===== config.mk =====
export PLATFORM = sky130hd
export DESIGN_NAME = cdc_mac
export DESIGN_NICKNAME = d
export VERILOG_FILES = /design/src/rtl/cdc_pkg.sv /design/src/rtl/cdc_mac.sv
export SDC_FILE = /design/constraint.sdc
export NUM_CORES = 1
export LEC_CHECK = 0
export ABC_AREA = 0
export BUFFER_PORTS_ARGS = -buffer_cell sky130_fd_sc_hd__buf_2
export CAP_MARGIN = 30
export CORE_MARGIN = 5
export CORE_UTILIZATION = 60
export DETAILED_ROUTE_END_ITERATION = 12
export PLACE_DENSITY = 0.78
export SYNTH_ARGS = -nofsm -noshare
export SYNTH_HDL_FRONTEND = slang
export SYNTH_SLANG_ARGS = --single-unit

===== constraint.sdc =====
create_clock -name clk -period 10.5 [get_ports clk]
set_clock_uncertainty 0.05 [all_clocks]
set_input_delay 1.575 -clock clk [delete_from_list [all_inputs] [get_ports clk]]
set_output_delay 1.575 -clock clk [all_outputs]
set_load 0.02 [all_outputs]

===== src/rtl/cdc_pkg.sv =====
// ----------------------------------------------------------------------------
// cdc_pkg: shared types and constants of the charge division calibration block
// Transaction structs, command and status codes, configuration register
// indexes and fixed-point constants.
// ----------------------------------------------------------------------------
`timescale 1ns / 1ps
`default_nettype none

package cdc_pkg;

    // fixed point: positions Q1.16, table words and intermediates Q15.16
    localparam int POS_FRAC_BITS = 16;
    localparam int POS_W         = POS_FRAC_BITS + 1;
    localparam int Q_W           = 32;
    localparam int CFG_DATA_W    = 8;

    localparam logic [POS_W-1:0] ONE_POS = POS_W'(1) << POS_FRAC_BITS;

    // command codes
    localparam logic [1:0] CMD_LOAD_END  = 2'd0;
    localparam logic [1:0] CMD_LOAD_COEF = 2'd1;
    localparam logic [1:0] CMD_LOOKUP    = 2'd2;
    localparam logic [1:0] CMD_CORRECT   = 2'd3;

    // result status codes
    localparam logic [2:0] ST_OK         = 3'd0;
    localparam logic [2:0] ST_GROUP_ERR  = 3'd1;
    localparam logic [2:0] ST_OUTSIDE    = 3'd2;
    localparam logic [2:0] ST_CLAMP_LOW  = 3'd3;
    localparam logic [2:0] ST_CLAMP_HIGH = 3'd4;

    // configuration register indexes
    localparam logic [0:0] CFG_GROUPS_IN_USE   = 1'd0;
    localparam logic [0:0] CFG_UNITS_PER_GROUP = 1'd1;

    // horner coefficient slots: a + p*(b + p*(c + p*d))
    localparam logic [1:0] COEF_C = 2'd2;
    localparam logic [1:0] COEF_D = 2'd3;

    typedef logic [0:0] cfg_index_t;
    typedef logic [CFG_DATA_W-1:0] cfg_data_t;

    typedef struct packed {
        logic [1:0]           command;
        logic [4:0]           group;
        logic [3:0]           unit;
        logic [1:0]           slot;
        logic signed [Q_W-1:0] table_value;
        logic [POS_W-1:0]     position;
    } item_t;

    typedef struct packed {
        logic [3:0]       unit_index;
        logic [2:0]       status;
        logic [POS_W-1:0] corrected_position;
        logic [31:0]      clamp_low_total;
        logic [31:0]      clamp_high_total;
        logic [31:0]      group_error_total;
        logic [31:0]      outside_total;
    } result_t;

endpackage

`default_nettype wire


===== src/rtl/cdc_mac.sv =====
// ----------------------------------------------------------------------------
// cdc_mac: shared multiply-accumulate unit for the correction polynomial
// Registers position * operand, then floors the product to Q15.16, saturates
// it, adds the coefficient and saturates the sum to the signed 32-bit range.
// ----------------------------------------------------------------------------
`timescale 1ns / 1ps
`default_nettype none

module cdc_mac (
    input  wire logic                          clk,
    input  wire logic                          mul_en,
    input  wire logic [cdc_pkg::POS_W-1:0]     position,
    input  wire logic signed [cdc_pkg::Q_W-1:0] multiplicand,
    input  wire logic signed [cdc_pkg::Q_W-1:0] addend,
    output logic signed [cdc_pkg::Q_W-1:0]     sum
);
    import cdc_pkg::*;

    localparam int PROD_W = POS_W + 1 + Q_W;

    logic signed [POS_W:0]    mul_a;
    logic signed [PROD_W-1:0] prod_reg;
    logic signed [PROD_W-1:0] prod_next;
    logic signed [PROD_W-1:0] scaled;
    logic signed [Q_W-1:0]    scaled_sat;
    logic signed [PROD_W-1:0] addend_ext;
    logic signed [PROD_W-1:0] scaled_ext;
    logic signed [PROD_W-1:0] sum_wide;

    function automatic logic signed [Q_W-1:0] sat_q(input logic signed [PROD_W-1:0] v);
        logic signed [PROD_W-1:0] max_v;
        logic signed [PROD_W-1:0] min_v;
        max_v = {{(PROD_W-Q_W+1){1'b0}}, {(Q_W-1){1'b1}}};
        min_v = {{(PROD_W-Q_W+1){1'b1}}, {(Q_W-1){1'b0}}};
        if (v > max_v)
            sat_q = max_v[Q_W-1:0];
        else if (v < min_v)
            sat_q = min_v[Q_W-1:0];
        else
            sat_q = v[Q_W-1:0];
    endfunction

    // product stage
    assign mul_a     = {1'b0, position};
    assign prod_next = mul_a * multiplicand;

    always_ff @(posedge clk)
    begin
        if (mul_en)
        begin
            prod_reg <= prod_next;
        end
    end

    // floor scaling, saturation and accumulate
    assign scaled     = prod_reg >>> POS_FRAC_BITS;
    assign scaled_sat = sat_q(scaled);
    assign addend_ext = {{(PROD_W-Q_W){addend[Q_W-1]}}, addend};
    assign scaled_ext = {{(PROD_W-Q_W){scaled_sat[Q_W-1]}}, scaled_sat};
    assign sum_wide   = addend_ext + scaled_ext;
    assign sum        = sat_q(sum_wide);

endmodule

`default_nettype wire


-- Yosys cells after proc, flatten, opt, wreduce, memory -nomap -nowiden
Index checks and enable logic that the tools add are counted.
- register bits after elaboration: 50
- add/sub/neg operators: 1
- multiply operators: 1
- $lt $le $gt $ge: 4
- muxes and demuxes: 4
- operators by type and width (operator ; number):
    32-bit two-way mux ; 4
    18-bit by 32-bit multiplier with 50-bit output ; 1
    34-bit by 32-bit > comparator with 1-bit output, second input constant ; 1
    34-bit by 32-bit < comparator with 1-bit output, second input constant ; 1
    32-bit by 32-bit adder with 33-bit output ; 1
    33-bit by 32-bit > comparator with 1-bit output, second input constant ; 1
    33-bit by 32-bit < comparator with 1-bit output, second input constant ; 1

-- Logic depth before layout (Yosys ltp)
- word-level depth: 7
- depth in mapped cells: 25
- depth with buffers taken out: 23

-- Worst setup path after synthesis
No wires, ideal clock.
- path type: input port to flip-flop
- start point: input multiplicand[22] in the netlist's numbering
- end point: register prod_reg[49] (data pin)
- arrival: 7.452 ns
- data required time: 10.190 ns
- setup slack: 2.738 ns
- stages on the path: 25
- path through: clkbuf_1 clkbuf_1 nand2_1 fa_1 inv_1 fa_1 inv_1 fa_1 inv_1 fa_1 fa_1 inv_1 fa_1 inv_1 ha_1 buf_2 nand2_2 o211ai_2 a21oi_1 or3_1 a21oi_2 o2111ai_2 a311o_1 a41oi_2 xnor2_1
- longest elaborated chain between the ends: 1
- RTL lines (item ; RTL line ; source):
    start: declaration ; cdc_mac.sv:13 ; input wire logic signed [cdc_pkg::Q_W-1:0] multiplicand,
    18-bit by 32-bit multiplier with 50-bit output ; cdc_mac.sv:45 ; assign prod_next = mul_a * multiplicand;
    via prod_next[49] ; cdc_mac.sv:23 ; logic signed [PROD_W-1:0] prod_next;
    end signal: assignment ; cdc_mac.sv:51 ; prod_reg <= prod_next;
    end: declaration ; cdc_mac.sv:22 ; logic signed [PROD_W-1:0] prod_reg;
The timed path passes the listed nets, and every way through them passes these cells.
A chain may end at the register's enable or synchronous reset.

-- Worst setup path after layout
- start point: input position[3] in the netlist's numbering
- end point: register prod_reg[49] (data pin)
- longest elaborated chain between the ends: 1
- RTL lines (item ; RTL line ; source):
    start: declaration ; cdc_mac.sv:12 ; input wire logic [cdc_pkg::POS_W-1:0] position,
    18-bit by 32-bit multiplier with 50-bit output ; cdc_mac.sv:45 ;
    via prod_next[49] ; cdc_mac.sv:23 ;
The timed path passes the listed nets, and every way through them passes these cells.

==> metrics.txt <==
Post-synth top flop=edfxtp_1; CP max FO=32; worst-margin pin slew=950 ps; Yosys warning count=0; clock sinks=34; syn_nets=3261; Top Ports=115; remaining antenna violation count after routing=0; most common cell after layout, fill and taps aside=inv_1; busiest layer in global routing=met2; fmax=122 MHz; Synth Instances=2511; crit end category=register; Reg clk slew, reported paths=50 ps; Synth cell types=66; initial antenna violation count=0; Critical Path RT=10470 ps; vias in the first global route=18900; total negative slack=0 ps; M1 GR Usage=33.9%; most frequent cells in the layout=inv_1 (651), fa_1 (520), nand2_1 (431); # DRC=0; post-synthesis register bit count=34; largest net degree at the start of global routing=35; GR met3 Demand/Resource=5.74%; core area=35600 µm²; vias per inst=5.58; initial core utilization=60.8%; Die H=200 µm; fin crit share=78.1%; CTS Buf Count=5; unrepaired setup endpoints after global routing=no; Min-Delay Path Class=in -> reg; post-synthesis sequential area ratio=4.72%; # setup viols final=0; Iter 0 DRT Violations=1019; DR WL/cell=18.1 µm; Die Span X=200 µm; first-pass GRT wire length=91100 µm; FP Rows=69; CTS tree=built; status=completed; met2 track demand over resource=51.3%; Die ar.=40000 µm²; Crit Path Class=in -> reg; max FFs per register=34; Area Overhead vs Synth=3.94%; total grt overflow=0; Hold Buf Count CTS=0; post_cts resized=0; Synth Area per Inst=8.62 µm²; DPL Wire Length=43300 µm; Routed Wire Length=54100 µm; post-layout util=63.2%; Vias=16600; fraction of registers with async set/reset=0%; Worst EP arrival=8170 ps; Mapped Area=21600 µm²; fin. max-slew vios=0; post-CTS setup repair buffer count=0; final-stage net count=3269; crit path launch type=input pin; Max-Cap Viols=0; Root Buffer Master=clkbuf_16; endpoints failing hold=0; share of cells above drive strength 1=5.87%; PortBufs=114; Overall Global Routing Usage=28.6%; CTS Buffer Depth=2; min cycle time layout=8200 ps; slew margin rel.=35.0%; H-tree depth=2; number of detailed-route iterations in the first pass=5; Post-synth EDFFs=34; GPL Wtd Cong=0.879
[kinds of logic (layout without fill, tap and decap cells)]
logic type	after synthesis	after routing	share of synthesized area [%]
XOR/XNOR	65	65	2.63
other	0	1	0
adder cells (fa/ha/maj)	671	671	56.8
buffers and inverters	766	775	13.4
AND/OR/NAND/NOR	748	748	15.5
AO/OA/AOI/OAI	227	227	6.97
flip-flops	34	34	4.72
[cell usage after synthesis (5+ instances only)]
library cell / number / area share [%]
o21a_1: 8 / 0.28
fa_1: 520 / 48
ha_1: 147 / 8.5
a21o_1: 30 / 1.0
o21ai_0: 39 / 0.90
xnor2_1: 40 / 1.6
edfxtp_1: 34 / 4.7
and3_1: 6 / 0.17
o21bai_1: 8 / 0.28
clkbuf_1: 109 / 1.9
nor2_1: 102 / 1.8
a21oi_1: 87 / 2.0
inv_1: 651 / 11
nand3_1: 12 / 0.28
nand4_1: 5 / 0.14
a211oi_1: 6 / 0.21
nor3_1: 10 / 0.23
nand2_1: 431 / 7.5
nor2b_1: 9 / 0.26
xor2_1: 25 / 1.0
nand2b_1: 9 / 0.26
and2_1: 149 / 4.3
[through the flow]
stage	instance area, µm²	setup WS, ps	cells	hold WS, ps
3_3_place_gp	22300	2150	2973	2150
3_5_place_dp	22300	2110	2973	2170
4_1_cts	22500	2370	2981	1880
2_1_floorplan	21600	2740	2511	1640
5_1_grt	22500	1920	2981	1910
6_report	22500	2300	2982	1880
[worst paths after layout]
kind	cells past startpoint	from	endpoint
min	1	mul_en	prod_reg[26]
max	23	position[3]	prod_reg[49]
[final cells by class]
class | count | area (µm²)
well taps | 461 | 577
fillers | 3024 | 13100
inverters | 651 | 2440
repair buffers | 116 | 586
multi-input cells | 1711 | 17700
flip-flops and latches | 34 | 1020
clock inverters | 2 | 8.76
clock buffers | 6 | 129
diodes | 1 | 2.50
[worst max-delay path: stages]
cell       delay, ps
buf_2            610
nand2_1          190
fa_1             570
inv_1             50
fa_1             530
inv_1             50
fa_1             500
inv_1             60
fa_1             490
fa_1             510
inv_1             50
fa_1             480
inv_1             40
ha_1             330
and4_1           300
and4_1           230
o311a_1          270
nor4_1           110
a21oi_2          300
o2111ai_2        200
a311o_1          390
a41oi_2          220
xnor2_1          100
[per-layer routing]
metal  up-vias  wire length [µm]
met3       197              4200
met2       699             27900
met4         0              2370
met1      8390             19600
met5         -                 0
li1       7339                 -
Power is left out: the tool's default activity adds up to more than one toggle a clock period on the data nets, which glitch-free logic cannot reach.
